`config.mk`:
```
export PLATFORM = sky130hd
export DESIGN_NAME = encoder_position_velocity_tracker_unit
export DESIGN_NICKNAME = d
export VERILOG_FILES = /design/src/rtl/ept_pkg.sv /design/src/rtl/encoder_position_velocity_tracker_unit.sv /design/src/rtl/ept_addsub.sv /design/src/rtl/ept_speed_unit.sv
export SDC_FILE = /design/constraint.sdc
export NUM_CORES = 2
export LEC_CHECK = 0
export ABC_CLOCK_PERIOD_IN_PS = 13600
export BUFFER_PORTS_ARGS = -buffer_cell sky130_fd_sc_hd__buf_2
export CAP_MARGIN = 15
export CORE_MARGIN = 8
export CORE_UTILIZATION = 25
export CTS_BUF_LIST = sky130_fd_sc_hd__clkbuf_8
export DETAILED_ROUTE_END_ITERATION = 16
export GPL_TIMING_DRIVEN = 0
export MAX_ROUTING_LAYER = met4
export PLACE_DENSITY = 0.4
export SYNTH_ARGS = -nofsm -noshare
export SYNTH_HDL_FRONTEND = slang
export SYNTH_HIERARCHICAL = 1
export SYNTH_SLANG_ARGS = --single-unit
```
`constraint.sdc`:
```
create_clock -name clk_i -period 13.6 [get_ports clk_i]
set_input_delay 0.68 -clock clk_i [delete_from_list [all_inputs] [get_ports clk_i]]
set_output_delay 0.68 -clock clk_i [all_outputs]
set_load 0.01 [all_outputs]
```
`src/rtl/ept_pkg.sv`:
```
// ----------------------------------------------------------------------------
// Encoder position and velocity tracker package
// Shared widths, request and register codes, reset values and the structs
// that pass between the tracker and its speed unit.
// ----------------------------------------------------------------------------
package ept_pkg;

  localparam int unsigned FILL_W = 10;
  localparam int unsigned CPR_W  = 24;
  localparam int unsigned CNT_W  = 32;
  localparam int unsigned POS_W  = 64;
  localparam int unsigned SUM_W  = CNT_W + FILL_W;
  localparam int unsigned D_W    = FILL_W + CPR_W;
  localparam int unsigned SPD_W  = 32;
  localparam int unsigned Q_W    = SPD_W + 1;
  localparam int unsigned REQ_W  = 2;
  localparam int unsigned CFG_IDX_W  = 1;
  localparam int unsigned CFG_DATA_W = CPR_W;

  localparam int unsigned TICK_RATE_HZ_DEF = 1000;

  localparam logic [FILL_W-1:0] MAX_WINDOW     = 10'd1000;
  localparam logic [FILL_W-1:0] WINDOW_LEN_RST = 10'd10;
  localparam logic [CPR_W-1:0]  CPR_RST        = 24'd4096;

  localparam logic [REQ_W-1:0] REQ_TICK = 2'd0;
  localparam logic [REQ_W-1:0] REQ_ZERO = 2'd1;
  localparam logic [REQ_W-1:0] REQ_INIT = 2'd2;

  localparam logic [CFG_IDX_W-1:0] CFG_WINDOW_LEN     = 1'b0;
  localparam logic [CFG_IDX_W-1:0] CFG_COUNTS_PER_REV = 1'b1;

  typedef struct packed {
    logic              start;
    logic [SUM_W-1:0]  sum;
    logic [FILL_W-1:0] fill;
    logic [CPR_W-1:0]  cpr;
  } spd_req_t;

  typedef struct packed {
    logic             done;
    logic [SPD_W-1:0] speed;
  } spd_rsp_t;

endpackage

```
`src/rtl/encoder_position_velocity_tracker_unit.sv`:
```
// ----------------------------------------------------------------------------
// Encoder position and velocity tracker
// Tracks a 64-bit position, tick count and windowed speed from a raw
// quadrature counter sampled once per control tick.
// ----------------------------------------------------------------------------
// Each request gives one result. A tick that does not close the velocity
// window, and every other request, has its result loaded into the output
// register at once. A tick that closes the window runs the speed unit: KW
// shift-add steps and SUM_W + KW division steps on the one shared adder,
// where KW is the bit width of TICK_RATE_HZ * 960, then the speed unit's
// done state and the tracker's result state, which loads the output register.
// The input side is stalled while that runs and while a result is held in
// the output register and stalled. Speed is reported in signed 1/16 rpm,
// truncated toward zero and saturated to 32 bits. Configuration writes are
// always ready and must only be made while the block is idle; writing the
// window length clears the window.
module encoder_position_velocity_tracker_unit #(
  parameter int unsigned TICK_RATE_HZ = ept_pkg::TICK_RATE_HZ_DEF
) (
  input  logic                                   clk_i,
  input  logic                                   rst_ni,
  input  logic                                   in_valid_i,
  output logic                                   in_stall_o,
  input  logic [ept_pkg::REQ_W-1:0]              req_type_i,
  input  logic [ept_pkg::CNT_W-1:0]              counter_value_i,
  output logic                                   out_valid_o,
  input  logic                                   out_stall_i,
  output logic signed [ept_pkg::POS_W-1:0]       position_o,
  output logic signed [ept_pkg::CNT_W-1:0]       step_delta_o,
  output logic [ept_pkg::CNT_W-1:0]              tick_count_o,
  output logic signed [ept_pkg::SPD_W-1:0]       speed_q4_o,
  output logic                                   speed_updated_o,
  input  logic                                   cfg_valid_i,
  output logic                                   cfg_ready_o,
  input  logic [ept_pkg::CFG_IDX_W-1:0]          cfg_index_i,
  input  logic [ept_pkg::CFG_DATA_W-1:0]         cfg_data_i
);

  localparam int unsigned FW = ept_pkg::FILL_W;
  localparam int unsigned CW = ept_pkg::CNT_W;
  localparam int unsigned PW = ept_pkg::POS_W;
  localparam int unsigned SW = ept_pkg::SUM_W;
  localparam int unsigned VW = ept_pkg::SPD_W;
  localparam int unsigned RW = ept_pkg::CPR_W;

  typedef enum logic [2:0] {
    T_IDLE   = 3'b001,
    T_CALC   = 3'b010,
    T_RESULT = 3'b100
  } trk_state_e;

  trk_state_e state_q, state_d;
  logic [FW-1:0] win_len_q, win_len_d;
  logic [RW-1:0] cpr_q, cpr_d;
  logic [CW-1:0] prev_q, prev_d;
  logic [PW-1:0] pos_q, pos_d;
  logic [CW-1:0] delta_q, delta_d;
  logic [CW-1:0] tick_q, tick_d;
  logic [SW-1:0] sum_q, sum_d;
  logic [FW-1:0] fill_q, fill_d;
  logic [VW-1:0] speed_q, speed_d;

  logic                        out_valid_q, out_valid_d;
  logic signed [PW-1:0]        out_pos_q;
  logic signed [CW-1:0]        out_delta_q;
  logic [CW-1:0]               out_tick_q;
  logic signed [VW-1:0]        out_speed_q;
  logic                        out_upd_q;

  logic          in_acc;
  logic          out_free;
  logic          out_load;
  logic          closes;
  logic [CW-1:0] raw;
  logic [PW-1:0] pos_tick;
  logic [SW-1:0] sum_tick;
  logic [FW-1:0] fill_tick;
  logic [FW-1:0] win_wr;
  logic [RW-1:0] cpr_wr;

  ept_pkg::spd_req_t spd_req;
  ept_pkg::spd_rsp_t spd_rsp;

  ept_speed_unit #(
    .TICK_RATE_HZ(TICK_RATE_HZ)
  ) u_speed (
    .clk_i (clk_i),
    .rst_ni(rst_ni),
    .req_i (spd_req),
    .rsp_o (spd_rsp)
  );

  assign out_free    = !out_valid_q || !out_stall_i;
  assign in_stall_o  = !((state_q == T_IDLE) && out_free);
  assign in_acc      = in_valid_i && !in_stall_o;
  assign cfg_ready_o = 1'b1;

  assign raw       = counter_value_i - prev_q;
  assign pos_tick  = pos_q + {{(PW-CW){raw[CW-1]}}, raw};
  assign sum_tick  = sum_q + {{(SW-CW){raw[CW-1]}}, raw};
  assign fill_tick = fill_q + FW'(1);
  assign closes    = (fill_tick >= win_len_q);

  assign spd_req.start = in_acc && (req_type_i == ept_pkg::REQ_TICK) && closes;
  assign spd_req.sum   = sum_tick;
  assign spd_req.fill  = fill_tick;
  assign spd_req.cpr   = cpr_q;

  always_comb begin
    win_wr = cfg_data_i[FW-1:0];
    if (win_wr == '0) begin
      win_wr = FW'(1);
    end
    if (win_wr > ept_pkg::MAX_WINDOW) begin
      win_wr = ept_pkg::MAX_WINDOW;
    end
    cpr_wr = cfg_data_i[RW-1:0];
    if (cpr_wr == '0) begin
      cpr_wr = RW'(1);
    end
  end

  always_comb begin
    state_d   = state_q;
    win_len_d = win_len_q;
    cpr_d     = cpr_q;
    prev_d    = prev_q;
    pos_d     = pos_q;
    delta_d   = delta_q;
    tick_d    = tick_q;
    sum_d     = sum_q;
    fill_d    = fill_q;
    speed_d   = speed_q;
    out_load  = 1'b0;

    if (in_acc) begin
      out_load = 1'b1;
      case (req_type_i)
        ept_pkg::REQ_TICK: begin
          prev_d  = counter_value_i;
          pos_d   = pos_tick;
          delta_d = raw;
          tick_d  = tick_q + CW'(1);
          if (closes) begin
            sum_d    = '0;
            fill_d   = '0;
            state_d  = T_CALC;
            out_load = 1'b0;
          end else begin
            sum_d  = sum_tick;
            fill_d = fill_tick;
          end
        end
        ept_pkg::REQ_ZERO, ept_pkg::REQ_INIT: begin
          if (req_type_i == ept_pkg::REQ_INIT) begin
            prev_d = counter_value_i;
          end
          pos_d   = '0;
          delta_d = '0;
          tick_d  = '0;
          speed_d = '0;
          sum_d   = '0;
          fill_d  = '0;
        end
        default: begin
          prev_d = prev_q;
        end
      endcase
    end

    case (state_q)
      T_CALC: begin
        if (spd_rsp.done) begin
          speed_d = spd_rsp.speed;
          state_d = T_RESULT;
        end
      end
      T_RESULT: begin
        if (out_free) begin
          out_load = 1'b1;
          state_d  = T_IDLE;
        end
      end
      default: begin
        state_d = state_d;
      end
    endcase

    if (cfg_valid_i) begin
      case (cfg_index_i)
        ept_pkg::CFG_WINDOW_LEN: begin
          win_len_d = win_wr;
          sum_d     = '0;
          fill_d    = '0;
        end
        ept_pkg::CFG_COUNTS_PER_REV: begin
          cpr_d = cpr_wr;
        end
        default: begin
          cpr_d = cpr_q;
        end
      endcase
    end
  end

  always_comb begin
    out_valid_d = out_valid_q && out_stall_i;
    if (out_load) begin
      out_valid_d = 1'b1;
    end
  end

  always_ff @(posedge clk_i or negedge rst_ni) begin
    if (!rst_ni) begin
      state_q     <= T_IDLE;
      win_len_q   <= ept_pkg::WINDOW_LEN_RST;
      cpr_q       <= ept_pkg::CPR_RST;
      prev_q      <= '0;
      pos_q       <= '0;
      delta_q     <= '0;
      tick_q      <= '0;
      sum_q       <= '0;
      fill_q      <= '0;
      speed_q     <= '0;
      out_valid_q <= 1'b0;
    end else begin
      state_q     <= state_d;
      win_len_q   <= win_len_d;
      cpr_q       <= cpr_d;
      prev_q      <= prev_d;
      pos_q       <= pos_d;
      delta_q     <= delta_d;
      tick_q      <= tick_d;
      sum_q       <= sum_d;
      fill_q      <= fill_d;
      speed_q     <= speed_d;
      out_valid_q <= out_valid_d;
    end
  end

  always_ff @(posedge clk_i) begin
    if (out_load) begin
      out_pos_q   <= pos_d;
      out_delta_q <= delta_d;
      out_tick_q  <= tick_d;
      out_speed_q <= speed_d;
      out_upd_q   <= (state_q == T_RESULT);
    end
  end

  assign out_valid_o     = out_valid_q;
  assign position_o      = out_pos_q;
  assign step_delta_o    = out_delta_q;
  assign tick_count_o    = out_tick_q;
  assign speed_q4_o      = out_speed_q;
  assign speed_updated_o = out_upd_q;

`ifndef SYNTHESIS
  a_fill_below_window: assert property (@(posedge clk_i) disable iff (!rst_ni)
    fill_q < win_len_q)
    else $error("Window fill reached the window length without closing.");

  a_done_in_calc: assert property (@(posedge clk_i) disable iff (!rst_ni)
    spd_rsp.done |-> state_q == T_CALC)
    else $error("Speed unit finished while no window calculation was pending.");

  a_tick_advances: assert property (@(posedge clk_i) disable iff (!rst_ni)
    in_acc && req_type_i == ept_pkg::REQ_TICK |=> tick_q == $past(tick_q) + CW'(1))
    else $error("Tick transfer did not advance the tick count by one.");

  a_result_after_close: assert property (@(posedge clk_i) disable iff (!rst_ni)
    out_load && state_q == T_RESULT |-> fill_q == '0 && sum_q == '0)
    else $error("Speed result left the window accumulators uncleared.");
`endif

endmodule

```
`src/rtl/ept_addsub.sv`:
```
// ----------------------------------------------------------------------------
// Shared adder and subtractor
// One wide add or subtract; the top result bit is the carry, or the borrow
// when subtracting.
// ----------------------------------------------------------------------------
module ept_addsub #(
  parameter int unsigned W = 69
) (
  input  logic [W-1:0] a_i,
  input  logic [W-1:0] b_i,
  input  logic         sub_i,
  output logic [W:0]   y_o
);

  always_comb begin
    if (sub_i) begin
      y_o = {1'b0, a_i} - {1'b0, b_i};
    end else begin
      y_o = {1'b0, a_i} + {1'b0, b_i};
    end
  end

endmodule

```
`src/rtl/ept_speed_unit.sv`:
```
// ----------------------------------------------------------------------------
// Speed unit
// Computes the window speed in 1/16 rpm with one shared adder: a shift-add
// multiply of the count magnitude by the rate constant, then a restoring
// division by window length times counts per revolution, then saturation.
// ----------------------------------------------------------------------------
module ept_speed_unit #(
  parameter int unsigned TICK_RATE_HZ = ept_pkg::TICK_RATE_HZ_DEF
) (
  input  logic              clk_i,
  input  logic              rst_ni,
  input  ept_pkg::spd_req_t req_i,
  output ept_pkg::spd_rsp_t rsp_o
);

  localparam logic [63:0] K      = 64'(TICK_RATE_HZ) * 64'd960;
  localparam int unsigned KW     = $clog2(K + 64'd1);
  localparam int unsigned PROD_W = ept_pkg::SUM_W + KW;
  localparam int unsigned ITER_W = $clog2(PROD_W);
  localparam logic [KW-1:0] K_BITS = KW'(K);
  localparam int unsigned SW = ept_pkg::SUM_W;
  localparam int unsigned DW = ept_pkg::D_W;
  localparam int unsigned QW = ept_pkg::Q_W;

  typedef enum logic [3:0] {
    S_IDLE = 4'b0001,
    S_MUL  = 4'b0010,
    S_DIV  = 4'b0100,
    S_DONE = 4'b1000
  } spd_state_e;

  spd_state_e state_q, state_d;
  logic [ITER_W-1:0] iter_q, iter_d;
  logic              neg_q, neg_d;
  logic [SW-1:0]     mag_q, mag_d;
  logic [DW-1:0]     div_q, div_d;
  logic [KW-1:0]     kbits_q, kbits_d;
  logic [PROD_W-1:0] acc_q, acc_d;
  logic [DW-1:0]     rem_q, rem_d;
  logic [QW-1:0]     quo_q, quo_d;
  logic              ovf_q, ovf_d;

  logic [PROD_W-1:0] alu_a, alu_b;
  logic              alu_sub;
  logic [PROD_W:0]   alu_y;
  logic [DW:0]       trial;
  logic              borrow;
  logic [QW-1:0]     lim;
  logic [QW-1:0]     sat;

  ept_addsub #(
    .W(PROD_W)
  ) u_alu (
    .a_i  (alu_a),
    .b_i  (alu_b),
    .sub_i(alu_sub),
    .y_o  (alu_y)
  );

  assign trial  = {rem_q, acc_q[PROD_W-1]};
  assign borrow = alu_y[PROD_W];
  assign lim    = neg_q ? {2'b01, {(QW-2){1'b0}}} : {2'b00, {(QW-2){1'b1}}};
  assign sat    = (ovf_q || (quo_q > lim)) ? lim : quo_q;

  always_comb begin
    alu_a   = '0;
    alu_b   = '0;
    alu_sub = 1'b0;
    case (state_q)
      S_MUL: begin
        alu_a = {acc_q[PROD_W-2:0], 1'b0};
        alu_b = kbits_q[KW-1] ? PROD_W'(mag_q) : '0;
      end
      S_DIV: begin
        alu_a   = PROD_W'(trial);
        alu_b   = PROD_W'(div_q);
        alu_sub = 1'b1;
      end
      default: begin
        alu_a = '0;
      end
    endcase
  end

  always_comb begin
    state_d = state_q;
    iter_d  = iter_q;
    neg_d   = neg_q;
    mag_d   = mag_q;
    div_d   = div_q;
    kbits_d = kbits_q;
    acc_d   = acc_q;
    rem_d   = rem_q;
    quo_d   = quo_q;
    ovf_d   = ovf_q;
    case (state_q)
      S_IDLE: begin
        if (req_i.start) begin
          neg_d   = req_i.sum[SW-1];
          mag_d   = req_i.sum[SW-1] ? (~req_i.sum + SW'(1)) : req_i.sum;
          div_d   = DW'(req_i.fill) * DW'(req_i.cpr);
          acc_d   = '0;
          kbits_d = K_BITS;
          iter_d  = ITER_W'(KW - 1);
          state_d = S_MUL;
        end
      end
      S_MUL: begin
        acc_d   = alu_y[PROD_W-1:0];
        kbits_d = kbits_q << 1;
        if (iter_q == '0) begin
          iter_d  = ITER_W'(PROD_W - 1);
          rem_d   = '0;
          quo_d   = '0;
          ovf_d   = 1'b0;
          state_d = S_DIV;
        end else begin
          iter_d = iter_q - ITER_W'(1);
        end
      end
      S_DIV: begin
        rem_d = borrow ? trial[DW-1:0] : alu_y[DW-1:0];
        acc_d = acc_q << 1;
        quo_d = {quo_q[QW-2:0], ~borrow};
        ovf_d = ovf_q | quo_q[QW-1];
        if (iter_q == '0) begin
          state_d = S_DONE;
        end else begin
          iter_d = iter_q - ITER_W'(1);
        end
      end
      S_DONE: begin
        state_d = S_IDLE;
      end
      default: begin
        state_d = S_IDLE;
      end
    endcase
  end

  always_ff @(posedge clk_i or negedge rst_ni) begin
    if (!rst_ni) begin
      state_q <= S_IDLE;
      iter_q  <= '0;
    end else begin
      state_q <= state_d;
      iter_q  <= iter_d;
    end
  end

  always_ff @(posedge clk_i) begin
    neg_q   <= neg_d;
    mag_q   <= mag_d;
    div_q   <= div_d;
    kbits_q <= kbits_d;
    acc_q   <= acc_d;
    rem_q   <= rem_d;
    quo_q   <= quo_d;
    ovf_q   <= ovf_d;
  end

  assign rsp_o.done  = (state_q == S_DONE);
  assign rsp_o.speed = neg_q ? (~sat[QW-2:0] + (QW-1)'(1)) : sat[QW-2:0];

endmodule

```
== Word level (Yosys, flattened, before mapping) ==
Cells that the tools add are included.

* Register bits after elaboration: 680
* Output and inout bits: 164

* Magnitude comparators: 3
* Reduce and logical (&&, ||, !) cells: 28
* Equality and inequality tests: 14
* Add/sub/neg operators: 10
* Bitwise logic cells: 5
* Multipliers: 1
* Muxes and demuxes: 65

{| class="wikitable"
|+ Operators with widths
! kind !! number
|-
| $mux 32 || 10
|-
| $pmux 62 s2 || 2
|-
| $mux 42 || 5
|-
| $pmux 32 s2 || 3
|-
| $pmux 62 s3 || 1
|-
| $pmux 64 s2 || 1
|-
| $pmux 42 s2 || 1
|-
| $mux 34 || 2
|-
| $pmux 34 s2 || 1
|-
| $pmux 33 s2 || 1
|-
| $add 32x1->32 const B || 2
|-
| $add 64x64->64 || 1
|-
| $mux 64 || 1
|-
| $add 62x62->63 || 1
|-
| $mux 63 || 1
|-
| $sub 62x62->63 || 1
|-
| $mux 62 || 1
|-
| $mux 10 || 6
|-
| $add 42x1->42 const B || 1
|-
| $add 42x42->42 || 1
|-
| $not 42->42 || 1
|-
| $mux 41 || 1
|-
| $pmux 20 s2 || 1
|-
| $mul 10x24->34 || 1
|-
| 44 further kinds || 79
|}

== Depth between registers and ports, before layout ==
* Depth in word-level cells: 9
* Mapped depth: 31
* Mapped depth without buffers: 31

== Hierarchy ==
Netlist, hierarchy kept.

{| class="wikitable"
|+ Modules (own cells, without submodules)
! module !! times used !! seq. area each (sq um) !! area an instance (sq um) !! cells each
|-
| encoder_position_velocity_tracker_unit || 1 || 11896.4 || 23563.8 || 2258
|-
| ept_speed_unit || 1 || 6797.8 || 19533.7 || 1888
|-
| ept_addsub || 1 || 0.0 || 5250.0 || 781
|}

== Worst setup path after synthesis ==
Ideal clock, no wire load.

* Kind: register to register
* Start point: register fill_q[0]
* End point: register u_speed.kbits_q[10] (enable)
* Data required time: 13268 ps
* Clock period less this slack: 11083 ps
* Library setup time: 332 ps
* Stages on the path, launching flop included: 14
* Path slack: 2517 ps
* Arrival time: 10751 ps
* Cell sequence: dfrtp_1 ha_1 and3_1 and3_1 xor2_1 ha_1 nor3_1 a211o_1 o21ai_0 nand2_1 nor2_1 nand2_1 nor4_1 or2_2

{| class="wikitable"
|+ RTL lines
! element !! line !! RTL
|-
| start: declaration || encoder_position_velocity_tracker_unit.sv:60 || <nowiki>logic [FW-1:0] fill_q, fill_d;</nowiki>
|-
| start signal: assignment || encoder_position_velocity_tracker_unit.sv:235 || <nowiki>fill_q <= fill_d;</nowiki>
|-
| end signal: assignment || ept_speed_unit.sv:155 || <nowiki>kbits_q <= kbits_d;</nowiki>
|-
| end: declaration || ept_speed_unit.sv:37 || <nowiki>logic [KW-1:0] kbits_q, kbits_d;</nowiki>
|}

== Final worst setup path ==
* Start point: register u_speed.state_q[1]
* End point: register u_speed.rem_q[14] (data pin)

* Longest elaborated chain between the ends: 6
* Elaborated cells on any way between the ends: 10
* Classes of those cells: 2 x add/sub; 2 x eq/ne; 6 x mux

{| class="wikitable"
|+ Ends and longest elaborated chain
! element !! line !! RTL
|-
| start: declaration || ept_speed_unit.sv:32 || <nowiki>spd_state_e state_q, state_d;</nowiki>
|-
| start signal: assignment || ept_speed_unit.sv:146 || <nowiki>state_q <= state_d;</nowiki>
|-
| $eq 4x3->1 or $eq 4x2->1 (tied branches) || ept_speed_unit.sv:69 || <nowiki>case (state_q)</nowiki>
|-
| $pmux 62 s2 (*) || ept_speed_unit.sv:69 ||
|-
| named net u_speed.alu_b[2] || ept_speed_unit.sv:43 || <nowiki>logic [PROD_W-1:0] alu_a, alu_b;</nowiki>
|-
| $add 62x62->63 or $sub 62x62->63 (tied branches) || ept_addsub.sv:19, ept_addsub.sv:17 ||
|-
| $mux 63 (*) || ept_addsub.sv:16 || <nowiki>if (sub_i) begin</nowiki>
|-
| named net u_speed.alu_y[62] || ept_speed_unit.sv:45 || <nowiki>logic [PROD_W:0] alu_y;</nowiki>
|-
| $mux 34 (*) || ept_speed_unit.sv:122 || <nowiki>rem_d = borrow ? trial[DW-1:0] : alu_y[DW-1:0];</nowiki>
|-
| $pmux 34 s2 (*) || ept_speed_unit.sv:96 || <nowiki>case (state_q)</nowiki>
|-
| end signal: assignment || ept_speed_unit.sv:157 || <nowiki>rem_q <= rem_d;</nowiki>
|-
| end: declaration || ept_speed_unit.sv:39 || <nowiki>logic [DW-1:0] rem_q, rem_d;</nowiki>
|}

The timed path passes the listed nets; every way through them passes the cells marked *.
A chain may end at the register's enable or synchronous reset.

==> results.txt <==
Pin count of the biggest net entering global routing - 98
Min-Delay Path Depth - 3
Synth top area share - 23.5%
Met2 Usage GRT - 23.8%
Tot Pwr - 8.64 mW
Area grow syn2layout - 16.9%
Most common cell after layout, fill and taps aside - nand2_1
DR DRC count - 0
First-pass GRT wire length - 250000 um
Post-Layout Cell Count - 8075
Vias per cell - 4.84
Fin crit share - 69.1%
CTS tree - yes
Final setup violating endpoints - 0
Port-buffer cells - 226
Worst reg-to-reg path cell count - 28
Die Wd - 456 um
Die area - 0.208 sq mm
Seq/Total Area, Yosys - 38.7%
Leakage - 24.9 nW
Overflow after GRT - 0
RSZ-0062 raised after global routing - false
Hold slack - 86.3 ps
Worst skew pair latency - 870 ps
Hold Fails Final Rpt - 0
Seq cells post-synth - 671
Worst Setup Path Type - reg2reg
Grt met1 use - 21.9%
Vias in the first global route - 39397
EDFF count, synth - 379
CP peak stage delay - 710 ps
Worst R2R End - u_speed/rem_q[14]$_SDFFCE_PN0P_
Clock sinks - 671
Layout Utilization - 29.4%
Worst-Margin Slew - 1140 ps
Synth warnings - 6
Initial DRC count - 2752
Mapped Cells - 4927
Most frequent cells in the layout - nand2_1 (450), edfxtp_1 (379), nor2_1 (328), inv_1 (327), a21oi_1 (325)
Yosys top cell by area - edfxtp_1
TritonCTS Buffers - 134
DPL Wire Length - 127000 um
CP bufs+invs - 8
R2r setup slk - 4200 ps
Final worst slack - 4200 ps
WL/cell - 20.2 um
Tightest Hold Check Type - in2reg
DP Area - 0.0535 sq mm
Place WS - 4250 ps
Crit path time final - 9400 ps
CP dominant cell by count - clkbuf_1
Via count - 39077
Syn_area_per_cell - 9.81 sq um
Post-synth cell types - 107
CP endpoint kind - flip-flop
Worst setup SP type - flip-flop
Antenna-violating nets left - 0
Initial antenna violation count - 8
Worst path top cell family by delay - buffers and inverters
Total setup buffers inserted after CTS - 0
Deepest clock path buffer count - 3
Setup TNS Final - 0 ps
Dominant synthesized flop cell - edfxtp_1
Total core area - 0.192 sq mm
Slew margin rel. - 23.4%
Final Cell Area - 0.0565 sq mm
Post_cts resized - 0
Net total in the final layout - 5996
# rows - 161
H-tree Lvls - 4
WL final - 163000 um
Met3 track demand over resource - 2.46%
Hold path endpoint - prev_q[2]$_DFFE_PN0P_
Reg2reg start - u_speed/state_q[1]$_DFFE_PN0P_
Slowest CP cell - buf_1
Max-cap viol count - 0
Top post-synthesis cells by area - edfxtp_1 (24%), dfrtp_1 (15%), ha_1 (8.4%)
Gr usage total - 15.7%
Fmax - 106 MHz
CTS Hold Bufs - 37
Initial cell density of the core - 25.1%
Post-synth ARST share - 43.5%
Share of layout cells above drive strength 1 - 10.2%
Chip height - 456 um
Clk slew on worst S/H paths - 60 ps
RD Place Congestion - 0.852
CP Data Required Time - 14160 ps
IO Count - 228
Final Max Slew Viols - 0
Drt first pass iters - 5
Top Usage Layer GRT - met2
Run status - finished clean
Maximum VDD drop - 112 uV
Post-Syn Area - 0.0483 sq mm
Min-delay src - counter_value_i[2]
Placed Instances - 7782
CTS root buf - clkbuf_8
CP max FO - 10
Critical path arrival - 9960 ps
Pwr Density - 153 mW/mm^2
Worst Skew - 43.1 ps
-- report_power, final --
part | switching [mW] | total, mW | internal, mW | leakage [nW]
sequential | 0.135 | 2.67 | 2.53 | 7.50
clock | 0.981 | 2.09 | 1.11 | 1.50
combinational | 2.51 | 3.89 | 1.38 | 15.9
total | 3.63 | 8.64 | 5.02 | 24.9
-- final cells by class --
cell class                      count  area [sq um]
Antenna cell                       10          25.0
Buffer                            246           933
Clock buffer                      149          2050
Clock inverter                     95           598
Fill cell                       20313        136000
Inverter                          288          1080
Multi-Input combinational cell   3790         27900
Sequential cell                   671         18700
Tap cell                         2526          3160
Timing Repair Buffer              300          2040
-- cells by family (layout without fill, tap and decap cells) --
group           Yosys count  in the layout  synth area share, %
compound gates         1309           1309                 18.4
xor+xnor                339            339                 6.14
fa+ha+maj               501            501                 15.7
buf+inv                 534           1078                 4.17
flops                   671            671                 38.7
mux                      69             69                 1.50
other cells               2             80               0.0155
simple gates           1502           1502                 15.4
-- metal layers --
| layer | vias to the layer above | share of wire, % |
|---|---|---|
| li1 | 18720 | - |
| met1 | 19281 | 49 |
| met2 | 853 | 44 |
| met3 | 223 | 4.3 |
| met4 | 0 | 2.3 |
| met5 | - | 0 |
-- synth_stat cells, types with 10 or more instances --
library cell / n
nand2_1: 450
edfxtp_1: 379
nor2_1: 329
a21oi_1: 325
ha_1: 323
dfrtp_1: 287
inv_1: 286
o21ai_0: 278
xnor2_1: 229
clkbuf_1: 222
a22o_1: 194
and2_1: 187
fa_1: 178
a21o_1: 114
xor2_1: 110
nor3_1: 100
and3_1: 80
nand3_1: 78
nand4_1: 63
mux2i_1: 43
o21a_1: 40
a22oi_1: 39
nor2b_1: 37
o21bai_1: 37
o31ai_1: 36
or3_1: 33
a211oi_1: 30
a31oi_1: 28
nand2b_1: 28
mux2_2: 26
nor4_1: 24
or2_2: 20
buf_1: 18
or4_1: 17
o21ai_1: 13
o41ai_1: 13
a21boi_0: 12
o211ai_1: 12
a41oi_1: 11
a2111oi_0: 10
a221oi_1: 10
-- state kept, by name (all words and copies together), names as in the netlist, 3 cells and up --
name and count:
u_speed/acc_q 62, fill_q 10, state_q 3, pos_q 64
position_o 64, prev_q 32, u_speed/state_q 4, tick_q 32
win_len_q 10, step_delta_o 32, speed_q 32, u_speed/div_q 34
delta_q 32, speed_q4_o 32, u_speed/rem_q 34, u_speed/kbits_q 11
sum_q 42, u_speed/mag_q 42, cpr_q 24, tick_count_o 32
u_speed/quo_q 33, u_speed/iter_q 6
-- tightest hold or removal path: cells and delay by family --
kind,cells,cell delay (ps)
AO/OA/AOI/OAI,1,60
AND/OR/NAND/NOR,1,50
buffers and inverters,1,110
-- worst max-delay path by stage --
stage / from / end / cells after the start
after detailed placement: u_speed/state_q[1]$_DFFE_PN0P_ / u_speed/rem_q[14]$_SDFFCE_PN0P_ / 27
after global placement: fill_q[0]$_DFF_PN0_ / u_speed/kbits_q[19]$_SDFFCE_PN1P_ / 13
after floorplan: fill_q[0]$_DFF_PN0_ / u_speed/kbits_q[10]$_SDFFCE_PN1P_ / 13
final: u_speed/state_q[1]$_DFFE_PN0P_ / u_speed/rem_q[14]$_SDFFCE_PN0P_ / 28
after global routing: u_speed/state_q[1]$_DFFE_PN0P_ / u_speed/rem_q[14]$_SDFFCE_PN0P_ / 28
after CTS: u_speed/state_q[1]$_DFFE_PN0P_ / u_speed/rem_q[14]$_SDFFCE_PN0P_ / 28
(Power assumes the default switching activity.)
